==> src/rtl/lpg_pkg.sv <==
`timescale 1ns / 1ps
// ----------------------------------------------------------------------------
// lpg_pkg
// Shared types and constants for the line pixel generator: payload structs,
// register indexes, request and depth codes.
// ----------------------------------------------------------------------------
package lpg_pkg;

    // Coordinate width of the rasterizer (cursors wrap at this width).
    localparam int COORD_BITS = 10;
    // Error term carries two bits beyond a coordinate (sign plus headroom).
    localparam int ERR_BITS   = COORD_BITS + 2;
    localparam int STRIDE_BITS = 11;
    localparam int ADDR_BITS  = 32;
    localparam int COLOR_BITS = 24;
    localparam int DATA_BITS  = 16;
    localparam int CFG_IDX_BITS = 2;
    localparam int DEPTH_BITS = 2;

    // Configuration register indexes.
    localparam logic [CFG_IDX_BITS-1:0] CFG_FRAME_BASE = 2'd0;
    localparam logic [CFG_IDX_BITS-1:0] CFG_DEPTH_MODE = 2'd1;
    localparam logic [CFG_IDX_BITS-1:0] CFG_LINE_WIDTH = 2'd2;

    // Depth codes.
    localparam logic [DEPTH_BITS-1:0] DEPTH_RGB565 = 2'd0;
    localparam logic [DEPTH_BITS-1:0] DEPTH_BYTE   = 2'd1;

    // Request codes.
    localparam logic REQ_START = 1'b0;
    localparam logic REQ_TICK  = 1'b1;

    // Register reset values.
    localparam logic [STRIDE_BITS-1:0] LINE_WIDTH_RESET = 11'd480;

    typedef struct packed {
        logic                  req_type;
        logic [COORD_BITS-1:0] start_x;
        logic [COORD_BITS-1:0] start_y;
        logic [COORD_BITS-1:0] end_x;
        logic [COORD_BITS-1:0] end_y;
        logic [COLOR_BITS-1:0] rgb_color;
    } req_t;

    typedef struct packed {
        logic                 pixel_valid;
        logic [ADDR_BITS-1:0] pixel_address;
        logic [DATA_BITS-1:0] pixel_data;
        logic                 last_pixel;
    } pix_t;

endpackage

==> src/rtl/line_pixel_generator_core.sv <==
`timescale 1ns / 1ps
// ----------------------------------------------------------------------------
// line_pixel_generator_core
// Eight-octant Bresenham line engine producing frame buffer pixel writes.
// ----------------------------------------------------------------------------
//
//  Channel | Signals                          | Direction | Moves per transfer
//  --------+----------------------------------+-----------+---------------------
//  in      | in_valid, in_ready, in_data      | input     | one request (req_t)
//  out     | out_valid, out_ready, out_data   | output    | one pixel (pix_t)
//  cfg     | cfg_valid, cfg_ready, cfg_index, | input     | one register write
//          | cfg_data                         |           |
//
// One request is accepted per cycle while in_ready is high and gives exactly
// one pixel transfer, carried by the Bresenham step at accept, the row multiply
// in the second stage and the base add in the output register.
// Each pipeline stage loads whenever it is empty or its successor moves, so
// while a finished pixel waits at the output, two more requests are still
// taken to fill the empty stages before in_ready drops.
// Reset (rst_n low, asynchronous) empties the pipeline, ends any active line
// and returns the registers to base 0, 16-bit mode and a stride of 480.
// Configuration writes are always taken (cfg_ready is tied high).
//
module line_pixel_generator_core
(
    input  logic                                  clk,
    input  logic                                  rst_n,
    input  logic                                  in_valid,
    output logic                                  in_ready,
    input  lpg_pkg::req_t                         in_data,
    output logic                                  out_valid,
    input  logic                                  out_ready,
    output lpg_pkg::pix_t                         out_data,
    input  logic                                  cfg_valid,
    output logic                                  cfg_ready,
    input  logic [lpg_pkg::CFG_IDX_BITS-1:0]      cfg_index,
    input  logic [lpg_pkg::ADDR_BITS-1:0]         cfg_data
);

    localparam int CB = lpg_pkg::COORD_BITS;
    localparam int EB = lpg_pkg::ERR_BITS;
    localparam int SB = lpg_pkg::STRIDE_BITS;
    localparam int AB = lpg_pkg::ADDR_BITS;
    localparam int DB = lpg_pkg::DATA_BITS;
    // Row index y*stride + x needs one bit beyond the product.
    localparam int IB = CB + SB + 1;

    // ------------------------------------------------------------------
    // Configuration registers.
    // ------------------------------------------------------------------
    logic [AB-1:0]                  frame_base_reg;
    logic [lpg_pkg::DEPTH_BITS-1:0] depth_mode_reg;
    logic [SB-1:0]                  line_width_reg;

    assign cfg_ready = 1'b1;

    always_ff @(posedge clk or negedge rst_n)
    begin
        if (!rst_n)
        begin
            frame_base_reg <= '0;
            depth_mode_reg <= lpg_pkg::DEPTH_RGB565;
            line_width_reg <= lpg_pkg::LINE_WIDTH_RESET;
        end
        else if (cfg_valid && cfg_ready)
        begin
            // Writes to an index beyond the register list are dropped.
            if (cfg_index == lpg_pkg::CFG_FRAME_BASE)
                frame_base_reg <= cfg_data;
            else if (cfg_index == lpg_pkg::CFG_DEPTH_MODE)
                depth_mode_reg <= cfg_data[lpg_pkg::DEPTH_BITS-1:0];
            else if (cfg_index == lpg_pkg::CFG_LINE_WIDTH)
                line_width_reg <= cfg_data[SB-1:0];
        end
    end

    // ------------------------------------------------------------------
    // Pipeline flow control.
    // ------------------------------------------------------------------
    logic s1_valid_reg, s2_valid_reg, out_valid_reg;
    logic s1_load, s2_load, out_load, in_accept;

    assign out_load  = !out_valid_reg || out_ready;
    assign s2_load   = !s2_valid_reg || out_load;
    assign s1_load   = !s1_valid_reg || s2_load;
    assign in_ready  = s1_load;
    assign in_accept = in_valid && in_ready;
    assign out_valid = out_valid_reg;

    // ------------------------------------------------------------------
    // Line state. The cursor holds the pixel that was emitted last; a
    // tick first advances it one Bresenham step and then emits it.
    // ------------------------------------------------------------------
    logic          line_active_reg, line_active_next;
    logic [CB-1:0] cursor_x_reg, cursor_x_next;
    logic [CB-1:0] cursor_y_reg, cursor_y_next;
    logic [CB-1:0] stop_major_reg, stop_major_next;
    logic [CB-1:0] delta_major_reg, delta_major_next;
    logic [CB-1:0] delta_minor_reg, delta_minor_next;
    logic [EB-1:0] error_term_reg, error_term_next;
    logic          x_dec_reg, x_dec_next;
    logic          y_dec_reg, y_dec_next;
    logic          y_major_reg, y_major_next;
    logic [DB-1:0] latched_color_reg, latched_color_next;

    // Values of the pixel that the accepted request emits.
    logic          emit_zero;
    logic [CB-1:0] emit_x, emit_y;
    logic          emit_last;
    logic [DB-1:0] emit_data;

    // Start decode.
    logic          st_x_dec, st_y_dec, st_y_major;
    logic [CB-1:0] st_adx, st_ady;
    logic [CB-1:0] st_major, st_minor, st_stop;
    logic [DB-1:0] st_color;
    logic [lpg_pkg::COLOR_BITS-1:0] c;

    // Tick step.
    logic          tk_step_minor;
    logic [CB-1:0] tk_x, tk_y;
    logic [EB-1:0] tk_err;

    always_comb
    begin
        c          = in_data.rgb_color;
        st_x_dec   = in_data.end_x < in_data.start_x;
        st_y_dec   = in_data.end_y < in_data.start_y;
        st_adx     = st_x_dec ? in_data.start_x - in_data.end_x
                              : in_data.end_x - in_data.start_x;
        st_ady     = st_y_dec ? in_data.start_y - in_data.end_y
                              : in_data.end_y - in_data.start_y;
        st_y_major = st_adx < st_ady;
        st_major   = st_y_major ? st_ady : st_adx;
        st_minor   = st_y_major ? st_adx : st_ady;
        st_stop    = st_y_major ? in_data.end_y : in_data.end_x;

        // Color is packed with the depth in force at the start request.
        if (depth_mode_reg == lpg_pkg::DEPTH_RGB565)
            st_color = {c[23:19], c[15:10], c[7:3]};
        else if (depth_mode_reg == lpg_pkg::DEPTH_BYTE)
            st_color = {8'h00, c[7:0]};
        else
            st_color = '0;

        // The minor axis moves when the error is strictly positive.
        tk_step_minor = !error_term_reg[EB-1] && (error_term_reg != '0);
        tk_x = cursor_x_reg;
        tk_y = cursor_y_reg;
        if (y_major_reg)
        begin
            tk_y = y_dec_reg ? cursor_y_reg - 1'b1 : cursor_y_reg + 1'b1;
            if (tk_step_minor)
                tk_x = x_dec_reg ? cursor_x_reg - 1'b1 : cursor_x_reg + 1'b1;
        end
        else
        begin
            tk_x = x_dec_reg ? cursor_x_reg - 1'b1 : cursor_x_reg + 1'b1;
            if (tk_step_minor)
                tk_y = y_dec_reg ? cursor_y_reg - 1'b1 : cursor_y_reg + 1'b1;
        end
        tk_err = error_term_reg
               - (tk_step_minor ? EB'(delta_major_reg) : '0)
               + EB'(delta_minor_reg);

        line_active_next   = line_active_reg;
        cursor_x_next      = cursor_x_reg;
        cursor_y_next      = cursor_y_reg;
        stop_major_next    = stop_major_reg;
        delta_major_next   = delta_major_reg;
        delta_minor_next   = delta_minor_reg;
        error_term_next    = error_term_reg;
        x_dec_next         = x_dec_reg;
        y_dec_next         = y_dec_reg;
        y_major_next       = y_major_reg;
        latched_color_next = latched_color_reg;

        emit_zero = 1'b0;
        emit_x    = tk_x;
        emit_y    = tk_y;
        emit_last = 1'b0;
        emit_data = latched_color_reg;

        if (in_data.req_type == lpg_pkg::REQ_START)
        begin
            // A start drops any running line and emits its first point.
            emit_x    = in_data.start_x;
            emit_y    = in_data.start_y;
            emit_last = (st_y_major ? in_data.start_y : in_data.start_x) == st_stop;
            emit_data = st_color;

            line_active_next   = !emit_last;
            cursor_x_next      = in_data.start_x;
            cursor_y_next      = in_data.start_y;
            stop_major_next    = st_stop;
            delta_major_next   = st_major;
            delta_minor_next   = st_minor;
            error_term_next    = EB'(st_minor) - EB'(st_major >> 1);
            x_dec_next         = st_x_dec;
            y_dec_next         = st_y_dec;
            y_major_next       = st_y_major;
            latched_color_next = st_color;
        end
        else if (line_active_reg)
        begin
            emit_last        = (y_major_reg ? tk_y : tk_x) == stop_major_reg;
            line_active_next = !emit_last;
            cursor_x_next    = tk_x;
            cursor_y_next    = tk_y;
            error_term_next  = tk_err;
        end
        else
        begin
            // A tick with no line running gives an all-zero pixel.
            emit_zero = 1'b1;
        end
    end

    always_ff @(posedge clk or negedge rst_n)
    begin
        if (!rst_n)
        begin
            line_active_reg   <= 1'b0;
            cursor_x_reg      <= '0;
            cursor_y_reg      <= '0;
            stop_major_reg    <= '0;
            delta_major_reg   <= '0;
            delta_minor_reg   <= '0;
            error_term_reg    <= '0;
            x_dec_reg         <= 1'b0;
            y_dec_reg         <= 1'b0;
            y_major_reg       <= 1'b0;
            latched_color_reg <= '0;
        end
        else if (in_accept)
        begin
            line_active_reg   <= line_active_next;
            cursor_x_reg      <= cursor_x_next;
            cursor_y_reg      <= cursor_y_next;
            stop_major_reg    <= stop_major_next;
            delta_major_reg   <= delta_major_next;
            delta_minor_reg   <= delta_minor_next;
            error_term_reg    <= error_term_next;
            x_dec_reg         <= x_dec_next;
            y_dec_reg         <= y_dec_next;
            y_major_reg       <= y_major_next;
            latched_color_reg <= latched_color_next;
        end
    end

    // ------------------------------------------------------------------
    // Stage 1: emitted pixel coordinates and flags.
    // ------------------------------------------------------------------
    logic          s1_zero_reg, s1_last_reg;
    logic [CB-1:0] s1_x_reg, s1_y_reg;
    logic [DB-1:0] s1_data_reg;

    always_ff @(posedge clk or negedge rst_n)
    begin
        if (!rst_n)
            s1_valid_reg <= 1'b0;
        else if (s1_load)
            s1_valid_reg <= in_accept;
    end

    always_ff @(posedge clk)
    begin
        if (in_accept)
        begin
            s1_zero_reg <= emit_zero;
            s1_last_reg <= emit_last;
            s1_x_reg    <= emit_x;
            s1_y_reg    <= emit_y;
            s1_data_reg <= emit_data;
        end
    end

    // ------------------------------------------------------------------
    // Stage 2: row index y * stride + x.
    // ------------------------------------------------------------------
    logic          s2_zero_reg, s2_last_reg;
    logic [IB-1:0] s2_idx_reg;
    logic [DB-1:0] s2_data_reg;
    logic [IB-1:0] s2_idx_next;

    assign s2_idx_next = IB'(s1_y_reg) * IB'(line_width_reg) + IB'(s1_x_reg);

    always_ff @(posedge clk or negedge rst_n)
    begin
        if (!rst_n)
            s2_valid_reg <= 1'b0;
        else if (s2_load)
            s2_valid_reg <= s1_valid_reg;
    end

    always_ff @(posedge clk)
    begin
        if (s2_load && s1_valid_reg)
        begin
            s2_zero_reg <= s1_zero_reg;
            s2_last_reg <= s1_last_reg;
            s2_idx_reg  <= s2_idx_next;
            s2_data_reg <= s1_data_reg;
        end
    end

    // ------------------------------------------------------------------
    // Output register: byte address and depth gating. The depth in force
    // at each pixel selects the scale.
    // ------------------------------------------------------------------
    lpg_pkg::pix_t out_data_reg, out_data_next;
    logic [AB-1:0] offset;

    always_comb
    begin
        offset        = AB'(s2_idx_reg);
        out_data_next = '0;
        if (!s2_zero_reg)
        begin
            out_data_next.last_pixel = s2_last_reg;
            if (depth_mode_reg == lpg_pkg::DEPTH_RGB565)
            begin
                out_data_next.pixel_valid   = 1'b1;
                out_data_next.pixel_address = frame_base_reg + (offset << 1);
                out_data_next.pixel_data    = s2_data_reg;
            end
            else if (depth_mode_reg == lpg_pkg::DEPTH_BYTE)
            begin
                out_data_next.pixel_valid   = 1'b1;
                out_data_next.pixel_address = frame_base_reg + offset;
                out_data_next.pixel_data    = s2_data_reg;
            end
        end
    end

    always_ff @(posedge clk or negedge rst_n)
    begin
        if (!rst_n)
            out_valid_reg <= 1'b0;
        else if (out_load)
            out_valid_reg <= s2_valid_reg;
    end

    always_ff @(posedge clk)
    begin
        if (out_load && s2_valid_reg)
            out_data_reg <= out_data_next;
    end

    assign out_data = out_data_reg;

    // ------------------------------------------------------------------
    // Assertions.
    // ------------------------------------------------------------------
    a_idle_tick_not_last: assert property (@(posedge clk) disable iff (!rst_n)
        s1_valid_reg && s1_zero_reg |-> !s1_last_reg)
        else $error("idle tick marked as last pixel");

    a_write_needs_depth: assert property (@(posedge clk) disable iff (!rst_n)
        out_valid_reg && out_data_reg.pixel_valid |->
            (depth_mode_reg == lpg_pkg::DEPTH_RGB565) ||
            (depth_mode_reg == lpg_pkg::DEPTH_BYTE))
        else $error("pixel write issued under unsupported depth");

    a_point_ends_line: assert property (@(posedge clk) disable iff (!rst_n)
        in_accept && (in_data.req_type == lpg_pkg::REQ_START) &&
        (in_data.start_x == in_data.end_x) && (in_data.start_y == in_data.end_y)
        |=> !line_active_reg && s1_valid_reg && s1_last_reg)
        else $error("single point start did not end the line");

    a_idle_tick_holds: assert property (@(posedge clk) disable iff (!rst_n)
        in_accept && (in_data.req_type == lpg_pkg::REQ_TICK) && !line_active_reg
        |=> $stable(cursor_x_reg) && $stable(cursor_y_reg) && !line_active_reg)
        else $error("idle tick moved the cursor");

endmodule
==> config.mk <==
export PLATFORM = sky130hd
export DESIGN_NAME = line_pixel_generator_core
export DESIGN_NICKNAME = d
export VERILOG_FILES = /design/src/rtl/lpg_pkg.sv /design/src/rtl/line_pixel_generator_core.sv
export SDC_FILE = /design/constraint.sdc
export NUM_CORES = 1
export LEC_CHECK = 0
export BUFFER_PORTS_ARGS = -buffer_cell sky130_fd_sc_hd__buf_2
export CORE_UTILIZATION = 65
export CTS_BUF_LIST = sky130_fd_sc_hd__clkbuf_2 sky130_fd_sc_hd__clkbuf_4 sky130_fd_sc_hd__clkbuf_8
export DETAILED_ROUTE_END_ITERATION = 7
export PLACE_DENSITY_LB_ADDON = 0.08
export SLEW_MARGIN = 20
export SYNTH_ARGS = -nofsm -noshare
export SYNTH_HDL_FRONTEND = slang
export SYNTH_SLANG_ARGS = --single-unit
==> constraint.sdc <==
create_clock -name clk -period 9.1 [get_ports clk]
set_input_delay 1.365 -clock clk [delete_from_list [all_inputs] [get_ports clk]]
set_output_delay 1.365 -clock clk [all_outputs]
set_load 0.02 [all_outputs]
==> results_dict.tcl, run 1 <==
set metrics [dict create \
    outcome "complete, no violations" \
    synth_mux_area_share_pct 5.38 \
    syn_area_per_cell_um2 9.51 \
    dr_total_vias 16670 \
    worstPathArrival_ns 8.65 \
    syn_nets 2627 \
    synth-edff-count 128 \
    synthesis.instances 2232 \
    cts-root-buf "clkbuf_8" \
    row_count 65 \
    die_w_um 183 \
    worstPathMaxFanout 13 \
    cts_max_path_buffers 3 \
    drt_iter0_drc 1201 \
    synth_compound_area_share_pct 15.2 \
    synth_top_family_by_area "adder cells" \
    htree_num_levels 2 \
    synth_top_flop_cell "edfxtp_1" \
    finalSetupTns_ns 0 \
    clkLatencyLatePin_ns 0.58 \
    multiInputGateArea_um2 12900 \
    ys_warn_count 0 \
    antenna_left 0 \
    cp.required_ns 9.53 \
    synth.cell_area_um2 21200 \
    grt_max_degree 79 \
    routed_wl_um 50300 \
    maxSlewHeadroom_pct 27.4 \
    startpoint_type "input pin" \
    wl_per_cell_um 17.8 \
    min_to "s2_data_reg[2]$_DFFE_PP_" \
    cts_setup_buffers 0 \
    setup_violations 0 \
    hold_viol_final 0 \
    worst_slew_pin_slew_ns 1.08 \
    clk_pin_slew_ns 0.06 \
    start_util_pct 66.6 \
    fin_crit_ns 8.22 \
    drc_errors 0 \
    grt_util_all_layers_pct 31.0 \
    cts_tree "yes" \
    drive_above_1_share_pct 14.6 \
    fmax_mhz 122 \
    cts_made_buffers 44 \
    r2r_setup_slack_ns 3.17 \
    crit_path_end_kind "register" \
    drv_cap 0 \
    gp_congestion 0.905 \
    hold_buffers 0 \
    fillers 2454 \
    dieHeight_um 183 \
    rsz0062_at_grt "no" \
    cts_resized 0 \
    coreArea_um2 31900 \
    worstHoldPathCells 0 \
    syn2layout_area_growth_pct 9.81 \
    io_pins 157 \
    synth-seq-area-share_pct 33.5 \
    gr-total-overflow 0 \
    finalCritPeriodShare_pct 90.4 \
    cts_num_sinks 258 \
    synth-xor-area-share_pct 4.98 \
    firstDrtPassIters 5 \
    grt_pass1_vias 16703 \
    min-delay-start "s1_data_reg[2]$_DFFE_PP_" \
    r2r-start "line_width_reg[2]$_DFFE_PN0P_" \
    yosys.area_share.adder_pct 20.7 \
    dp_hpwl_um 38600 \
    r2r-end "s2_idx_reg[19]$_DFFE_PP_" \
    synthArstFlopShare_pct 50.4 \
    yosysUniqueCellTypes 90 \
    slowest_stage "nor2_1" \
    clock_skew_ns 0.0285 \
    critPathKind "input pin to register" \
    ys_seq_elements 258 \
    worstHoldPathType "register to register" \
    reg2reg_depth 19 \
    antenna_found_initial 1 \
    dieArea_um2 33400 \
    via_per_inst 5.90 \
    regArea_um2 7100 \
    synth_simple_gate_area_share_pct 14.3 \
    grt_pass1_wl_um 82700 \
    max_stage_delay_ns 0.61 \
    port_buffers 150 \
    final_nets 2748 \
    largest_reg_flops 50 \
    maxSlewViolCount 0 \
]
==> per-layer routing <==
layer  vias to the layer above  wire length, um  track usage [%]
met5                         -                0                0
met4                         0             1230             9.31
met3                        92             3260             4.91
met2                       570            24000             52.5
met1                      8027            21800             41.0
li1                       7981                -                -
==> worst max-delay path by stage <==
stage | from | to | slack [ns] | depth (start not counted)
5_1_grt | in_data[34] | error_term_reg[8]$_DFFE_PN0P_ | 0.41 | 31
3_3_place_gp | in_data[34] | error_term_reg[8]$_DFFE_PN0P_ | 0.64 | 31
6_report | in_data[34] | error_term_reg[8]$_DFFE_PN0P_ | 0.88 | 31
3_5_place_dp | in_data[34] | error_term_reg[8]$_DFFE_PN0P_ | 0.43 | 31
4_1_cts | in_data[34] | error_term_reg[8]$_DFFE_PN0P_ | 0.96 | 31
2_1_floorplan | in_data[34] | error_term_reg[8]$_DFFE_PN0P_ | 1.12 | 34
==> cell families after synthesis <==
group	count (synthesis)
buffers and inverters	327
AO/OA/AOI/OAI	489
AND/OR/NAND/NOR	640
other	1
multiplexers	107
adder cells (fa/ha/maj)	291
XOR/XNOR	119
flip-flops	258
==> cells in the mapped netlist (69+ instances only) <==
master | count | area share [%]
fa_1 | 100 | 9.4
nor2_1 | 128 | 2.3
ha_1 | 191 | 11
xnor2_1 | 80 | 3.3
o21ai_0 | 106 | 2.5
a21oi_1 | 142 | 3.3
clkbuf_1 | 69 | 1.2
nand2_1 | 256 | 4.5
edfxtp_1 | 128 | 18
and2_1 | 72 | 2.1
dfrtp_1 | 126 | 15
inv_1 | 235 | 4.2
==> critical path, delay by kind of cell <==
| kind | cells | cell delay (ns) |
|---|---|---|
| compound gates | 16 | 4.09 |
| fa+ha+maj | 5 | 1.23 |
| simple gates | 4 | 0.96 |
| buf+inv | 4 | 0.37 |
| xor+xnor | 1 | 0.37 |
| mux | 1 | 0.27 |
==> final cells by class <==
type / instances / share of cell area, %
tap: 435 / 2.34
inverter: 238 / 3.83
clock inverter: 16 / 0.891
antenna: 1 / 0.0107
timing repair buffer: 164 / 3.70
multi-input combinational: 1647 / 55.3
clock buffer: 66 / 3.47
sequential: 258 / 30.5
==> metrics by stage <==
step                      area [um^2]  worst slack, ns  instances  util (%)  hold slack [ns]
final                           23300            0.878       2825      73.1            0.418
after global routing            23300            0.414       2824      73.1            0.414
after CTS                       23300            0.959       2824      73.1            0.420
after detailed placement        22300            0.425       2742      69.9            0.405
after global placement          22300            0.638       2742      69.9            0.400
after floorplan                 21200             1.12       2232         -            0.400
==> placed cells by master (no fill, tap or decap), types with 38 or more instances in the layout <==
cell type / Yosys / final
mux2_2: 57 / 57
clkbuf_8: 0 / 50
xor2_1: 38 / 38
a21oi_1: 142 / 142
inv_1: 235 / 234
dfrtp_1: 126 / 125
mux2i_1: 50 / 50
xnor2_1: 80 / 80
edfxtp_1: 128 / 128
ha_1: 191 / 191
fa_1: 100 / 100
and2_1: 72 / 70
o21ai_0: 106 / 106
a21o_1: 38 / 38
buf_2: 7 / 149
nor2_1: 128 / 126
nand2_1: 256 / 255
Power of run 1 is not shown: default switching activity piles up to over one toggle a cycle in this logic, so the estimate is an artifact.
==> run 2, diff against run 1 <==
--- a/config.mk
+++ b/config.mk
@@ -10,4 +10,5 @@
 export CTS_BUF_LIST = sky130_fd_sc_hd__clkbuf_2 sky130_fd_sc_hd__clkbuf_4 sky130_fd_sc_hd__clkbuf_8
 export DETAILED_ROUTE_END_ITERATION = 7
+export GPL_TIMING_DRIVEN = 0
 export PLACE_DENSITY_LB_ADDON = 0.08
 export SLEW_MARGIN = 20
==> constraint.sdc (replaced) <==
create_clock -name clk -period 9.1 [get_ports clk]
set_input_delay 0.455 -clock clk [delete_from_list [all_inputs] [get_ports clk]]
set_output_delay 0.455 -clock clk [all_outputs]
set_load 0.02 [all_outputs]
==> run 2 against run 1 <==
Critical path type unchanged. First-iteration DRC count up 0.92%. Core utilization up 0.70 points. Hold slack worse by 0.32 ns. Critical endpoint is now error_term_reg[11]$_DFFE_PN0P_. Sequential share of layout area down 0.30 points. Final area up 0.96%.
==> results_dict.tcl, run 2 (synthesis gave the netlist of run 1 again) <==
set metrics [dict create \
    largest_reg_flops 50 \
    cts_num_sinks 258 \
    grt_max_degree 72 \
    worstPathMaxFanout 10 \
    rsz0062_at_grt "no" \
    maxSlewHeadroom_pct 30.6 \
    finalSetupTns_ns 0 \
    die_w_um 183 \
    firstDrtPassIters 7 \
    port_buffers 149 \
    fin_crit_ns 8.44 \
    critPathKind "input pin to register" \
    start_util_pct 66.6 \
    clk_pin_slew_ns 0.06 \
    crit_path_end_kind "register" \
    cpMostUsedCell "inv_1" \
    cts_made_buffers 43 \
    finalCritPeriodShare_pct 92.7 \
    grt_util_all_layers_pct 32.9 \
    postLayoutCoreUtil_pct 73.8 \
    maxSlewViolCount 0 \
    wl_per_cell_um 18.3 \
    instances_no_fill 2899 \
    htree_num_levels 2 \
    reg2reg_depth 20 \
    dp_hpwl_um 42300 \
    drc_errors 0 \
    fmax_mhz 119 \
    hold_viol_final 0 \
    setup_violations 0 \
    antenna_left 0 \
    final_nets 2825 \
    drv_cap 0 \
    grt_pass1_wl_um 86700 \
    coreArea_um2 31900 \
    drive_above_1_share_pct 13.8 \
    cts-root-buf "clkbuf_8" \
    fillers 2406 \
    row_count 65 \
    worstHoldPathType "input pin to register" \
    final_common_cell "nand2_1" \
    final_cell_mix "nand2_1 (256), inv_1 (235), ha_1 (191)" \
    worstHoldPathCells 2 \
    gr-total-overflow 0 \
    cts_max_path_buffers 3 \
    via_per_inst 5.94 \
    grt_pass1_vias 17215 \
    clkLatencyLatePin_ns 0.59 \
    dp_cells 2819 \
    cp.required_ns 9.49 \
    startpoint_type "input pin" \
    dieArea_um2 33400 \
    insertedDiodeCount 0 \
    cts_tree "yes" \
    outcome "complete, no violations" \
    antenna_found_initial 1 \
    dieHeight_um 183 \
    worst_slew_pin_slew_ns 1.03 \
    worstPathArrival_ns 8.83 \
    max_stage_delay_ns 0.48 \
    cts_resized 0 \
    drt_iter0_drc 1212 \
    dr_total_vias 17221 \
    hold-worst-slack_ns 0.103 \
    io_pins 157 \
    clock_skew_ns 0.0360 \
    syn2layout_area_growth_pct 10.9 \
    slowest_stage "a2111oi_0" \
    routed_wl_um 53100 \
    gp_congestion 0.959 \
]
[run 2: cell types whose count changed in the layout (fill, tap and decap cells not counted), sizes merged]
cell and change:
clkbuf +66, buf +8, bufinv -2, clkinv +1, clkinvlp +1, diode -1, dlygate4sd3 +1
[run 2: layer usage]
layer | vias up | part of all wire (%) | GRT usage [%] | routed length, um
li1 | 8125 | - | - | -
met1 | 8318 | 43 | 44.3 | 23100
met2 | 655 | 47 | 54.9 | 24900
met3 | 121 | 7.0 | 4.85 | 3710
met4 | 2 | 2.6 | 9.98 | 1370
met5 | - | 0.024 | 0 | 13
[run 2: worst paths after layout]
kind | start | slack, ns | endpoint
max | in_data[34] | 0.66 | error_term_reg[11]$_DFFE_PN0P_
min | in_valid | 0.10 | s1_valid_reg$_DFFE_PN0N_
max reg2reg | line_width_reg[8]$_DFFE_PN1P_ | 2.80 | s2_idx_reg[19]$_DFFE_PP_
min reg2reg | s1_last_reg$_DFFE_PP_ | 0.39 | s2_last_reg$_DFFE_PP_
max in group asynchronous | rst_n | 7.90 | line_width_reg[7]$_DFFE_PN1P_
min in group asynchronous | rst_n | 0.40 | latched_color_reg[13]$_DFFE_PN0P_
[run 2: critical path, delay by kind of cell]
| family | cells | cell delay, ns |
|---|---|---|
| compound gates | 18 | 4.58 |
| simple gates | 3 | 0.72 |
| fa+ha+maj | 4 | 1.22 |
| xor+xnor | 1 | 0.30 |
| buf+inv | 9 | 1.56 |
[run 2: area by class of cell]
type / instances / area, um^2 / share of cell area [%]
multi-input combinational: 1647 / 12900 / 54.7
sequential: 258 / 7100 / 30.2
inverter: 238 / 893 / 3.80
timing repair buffer: 153 / 833 / 3.54
clock buffer: 63 / 779 / 3.31
tap: 435 / 544 / 2.31
buffer: 89 / 365 / 1.55
clock inverter: 16 / 143 / 0.606
[run 2: repair_timing]
item	4_1_cts	5_1_grt
hold buffers	1	0
hold endpoints to repair	59	0
setup buffers	0	0
[run 2: per-stage QoR]
step | setup slack, ns | cell area [um^2]
floorplan | 2.03 | 21200
CTS | 0.916 | 23500
finish | 0.664 | 23500
global route | 0.247 | 23500
global placement | 0.462 | 22500
detailed placement | 0.378 | 22600
Power of run 2 is left out for the same reason.
==> run 3, diff against run 2 <==
- RECOVER_POWER: unset -> 100
==> run 3 against run 2 <==
The run now ends with capacitance limit, slew limit left. Routed wire length barely moved. Hold slack got worse by 0.0015 ns. Final cell count did not move. Largest cell class unchanged. Global-route usage did not move. Non-clock buffer count did not move. Highest routed layer unchanged. Maximum frequency fell by 0.41%. Critical endpoint unchanged. Sequential share of layout area rose by 0.23 points. Flip-flop and latch count did not move. Via count barely moved. Final area fell by 0.76%. Core utilization fell by 0.56 points. Count of clock-buffer cells in the layout did not move.
==> results_dict.tcl, run 3 (synthesis gave the netlist of run 1 again) <==
set metrics [dict create \
    outcome "finished, violations left" \
    violations "capacitance limit, slew limit" \
    grt-busiest-layer "met2" \
    max_stage_delay_ns 0.48 \
    cts_setup_buffers 0 \
    via_per_inst 5.94 \
    cts-root-buf "clkbuf_8" \
    antenna_left 0 \
    startpoint_type "input pin" \
    worstPathArrival_ns 8.87 \
    final_nets 2825 \
    worstPathMaxFanout 10 \
    fin_crit_ns 8.47 \
    dieHeight_um 183 \
    cts_tree "yes" \
    crit_path_end_kind "register" \
    met3_usage_pct 4.85 \
    cts_num_sinks 258 \
    fmax_mhz 118 \
    start_util_pct 66.6 \
    hold_buffers 1 \
    final_cell_mix "nand2_1 (256), inv_1 (235), ha_1 (191)" \
    dieArea_um2 33400 \
    cts_made_buffers 43 \
    met2_usage_pct 54.9 \
    cts_resized 0 \
    worstHoldPathType "input pin to register" \
    die_w_um 183 \
    final_area_um2 23400 \
    port_buffers 149 \
    instances_no_fill 2899 \
    slowest_stage "a2111oi_0" \
    io_pins 157 \
    hold_viol_final 0 \
    insertedDiodeCount 0 \
    setup_violations 0 \
    drv_cap 5 \
    drive_above_1_share_pct 10.7 \
    routed_wl_um 53100 \
    drt_iter0_drc 1133 \
    rsz0062_at_grt "no" \
    largest_reg_flops 50 \
    dp_hpwl_um 42300 \
    clk_pin_slew_ns 0.06 \
    antenna_found_initial 1 \
    finalSetupTns_ns 0 \
    grt_pass1_wl_um 86700 \
    finalCritPeriodShare_pct 93.1 \
    syn2layout_area_growth_pct 10.0 \
    critPathKind "input pin to register" \
    gp_congestion 0.959 \
    clock_skew_ns 0.0338 \
    dr_total_vias 17219 \
    htree_num_levels 2 \
    worst_slew_pin_slew_ns 4.18 \
    placed_area_um2 22600 \
    wl_per_cell_um 18.3 \
    clkLatencyLatePin_ns 0.58 \
    cts_max_path_buffers 3 \
    cp.required_ns 9.50 \
    maxSlewViolCount 248 \
    firstDrtPassIters 8 \
    dp_cells 2819 \
    final_common_cell "nand2_1" \
    grt_max_degree 72 \
    drc_errors 0 \
    grt_pass1_vias 17215 \
    coreArea_um2 31900 \
    grt_util_all_layers_pct 32.9 \
    row_count 65 \
    gr-total-overflow 0 \
    grt_util_met1_pct 44.3 \
    maxSlewHeadroom_pct -179 \
]
-- run 3: changes by cell type in the layout (fill, tap and decap cells not counted), moves of 4 or more --
cell      previous run  this run
buf_2              155        98
clkbuf_1            68       135
and2_1              70        59
and2_0               1        14
o21ai_1              8         4
mux2_2              57        51
o21ai_0            106       110
mux2_1               0         6
buf_1                9         4
-- run 3: final cells by class --
cell class,instances,area (um^2)
multi-input cells,1647,12800
fillers,2450,8530
flip-flops and latches,258,7100
inverters,238,893
clock buffers,63,779
repair buffers,153,698
well taps,435,544
plain buffers,89,358
clock inverters,16,143
-- run 3: worst paths after layout --
check                                               from                                 to  slack (ns)  cells past startpoint
setup reg to reg           line_width_reg[8]$_DFFE_PN1P_           s2_idx_reg[20]$_DFFE_PP_        2.60                     17
hold / removal                                  in_valid           s1_valid_reg$_DFFE_PN0N_        0.10                      2
hold reg to reg                    s1_last_reg$_DFFE_PP_              s2_last_reg$_DFFE_PP_        0.39                      0
min in group asynchronous                          rst_n  latched_color_reg[13]$_DFFE_PN0P_        1.55                      2
max in group asynchronous                          rst_n     frame_base_reg[14]$_DFFE_PN0P_        2.30                      3
setup / recovery                             in_data[34]     error_term_reg[11]$_DFFE_PN0P_        0.63                     35
-- run 3: routing by layer --
metal	routed length (um)	vias to the layer above	part of all wire, %
li1	-	8122	-
met1	23200	8297	44
met2	24800	678	47
met3	3720	120	7.0
met4	1420	2	2.7
met5	13	-	0.024
-- run 3: through the flow --
step	utilization [%]	hold slack, ns	setup slack [ns]
after floorplan	-	0.159	2.03
after global placement	70.6	0.401	0.462
after detailed placement	70.9	0.405	0.378
after CTS	73.8	0.0827	0.916
after global routing	73.2	0.0978	0.143
final	73.2	0.101	0.629
-- run 3: critical path, delay by kind of cell --
kind	cells	cell delay [ns]
compound gates	18	4.61
xor+xnor	1	0.29
fa+ha+maj	4	1.21
buf+inv	9	1.62
simple gates	3	0.69
Power of run 3 is left out for the same reason.
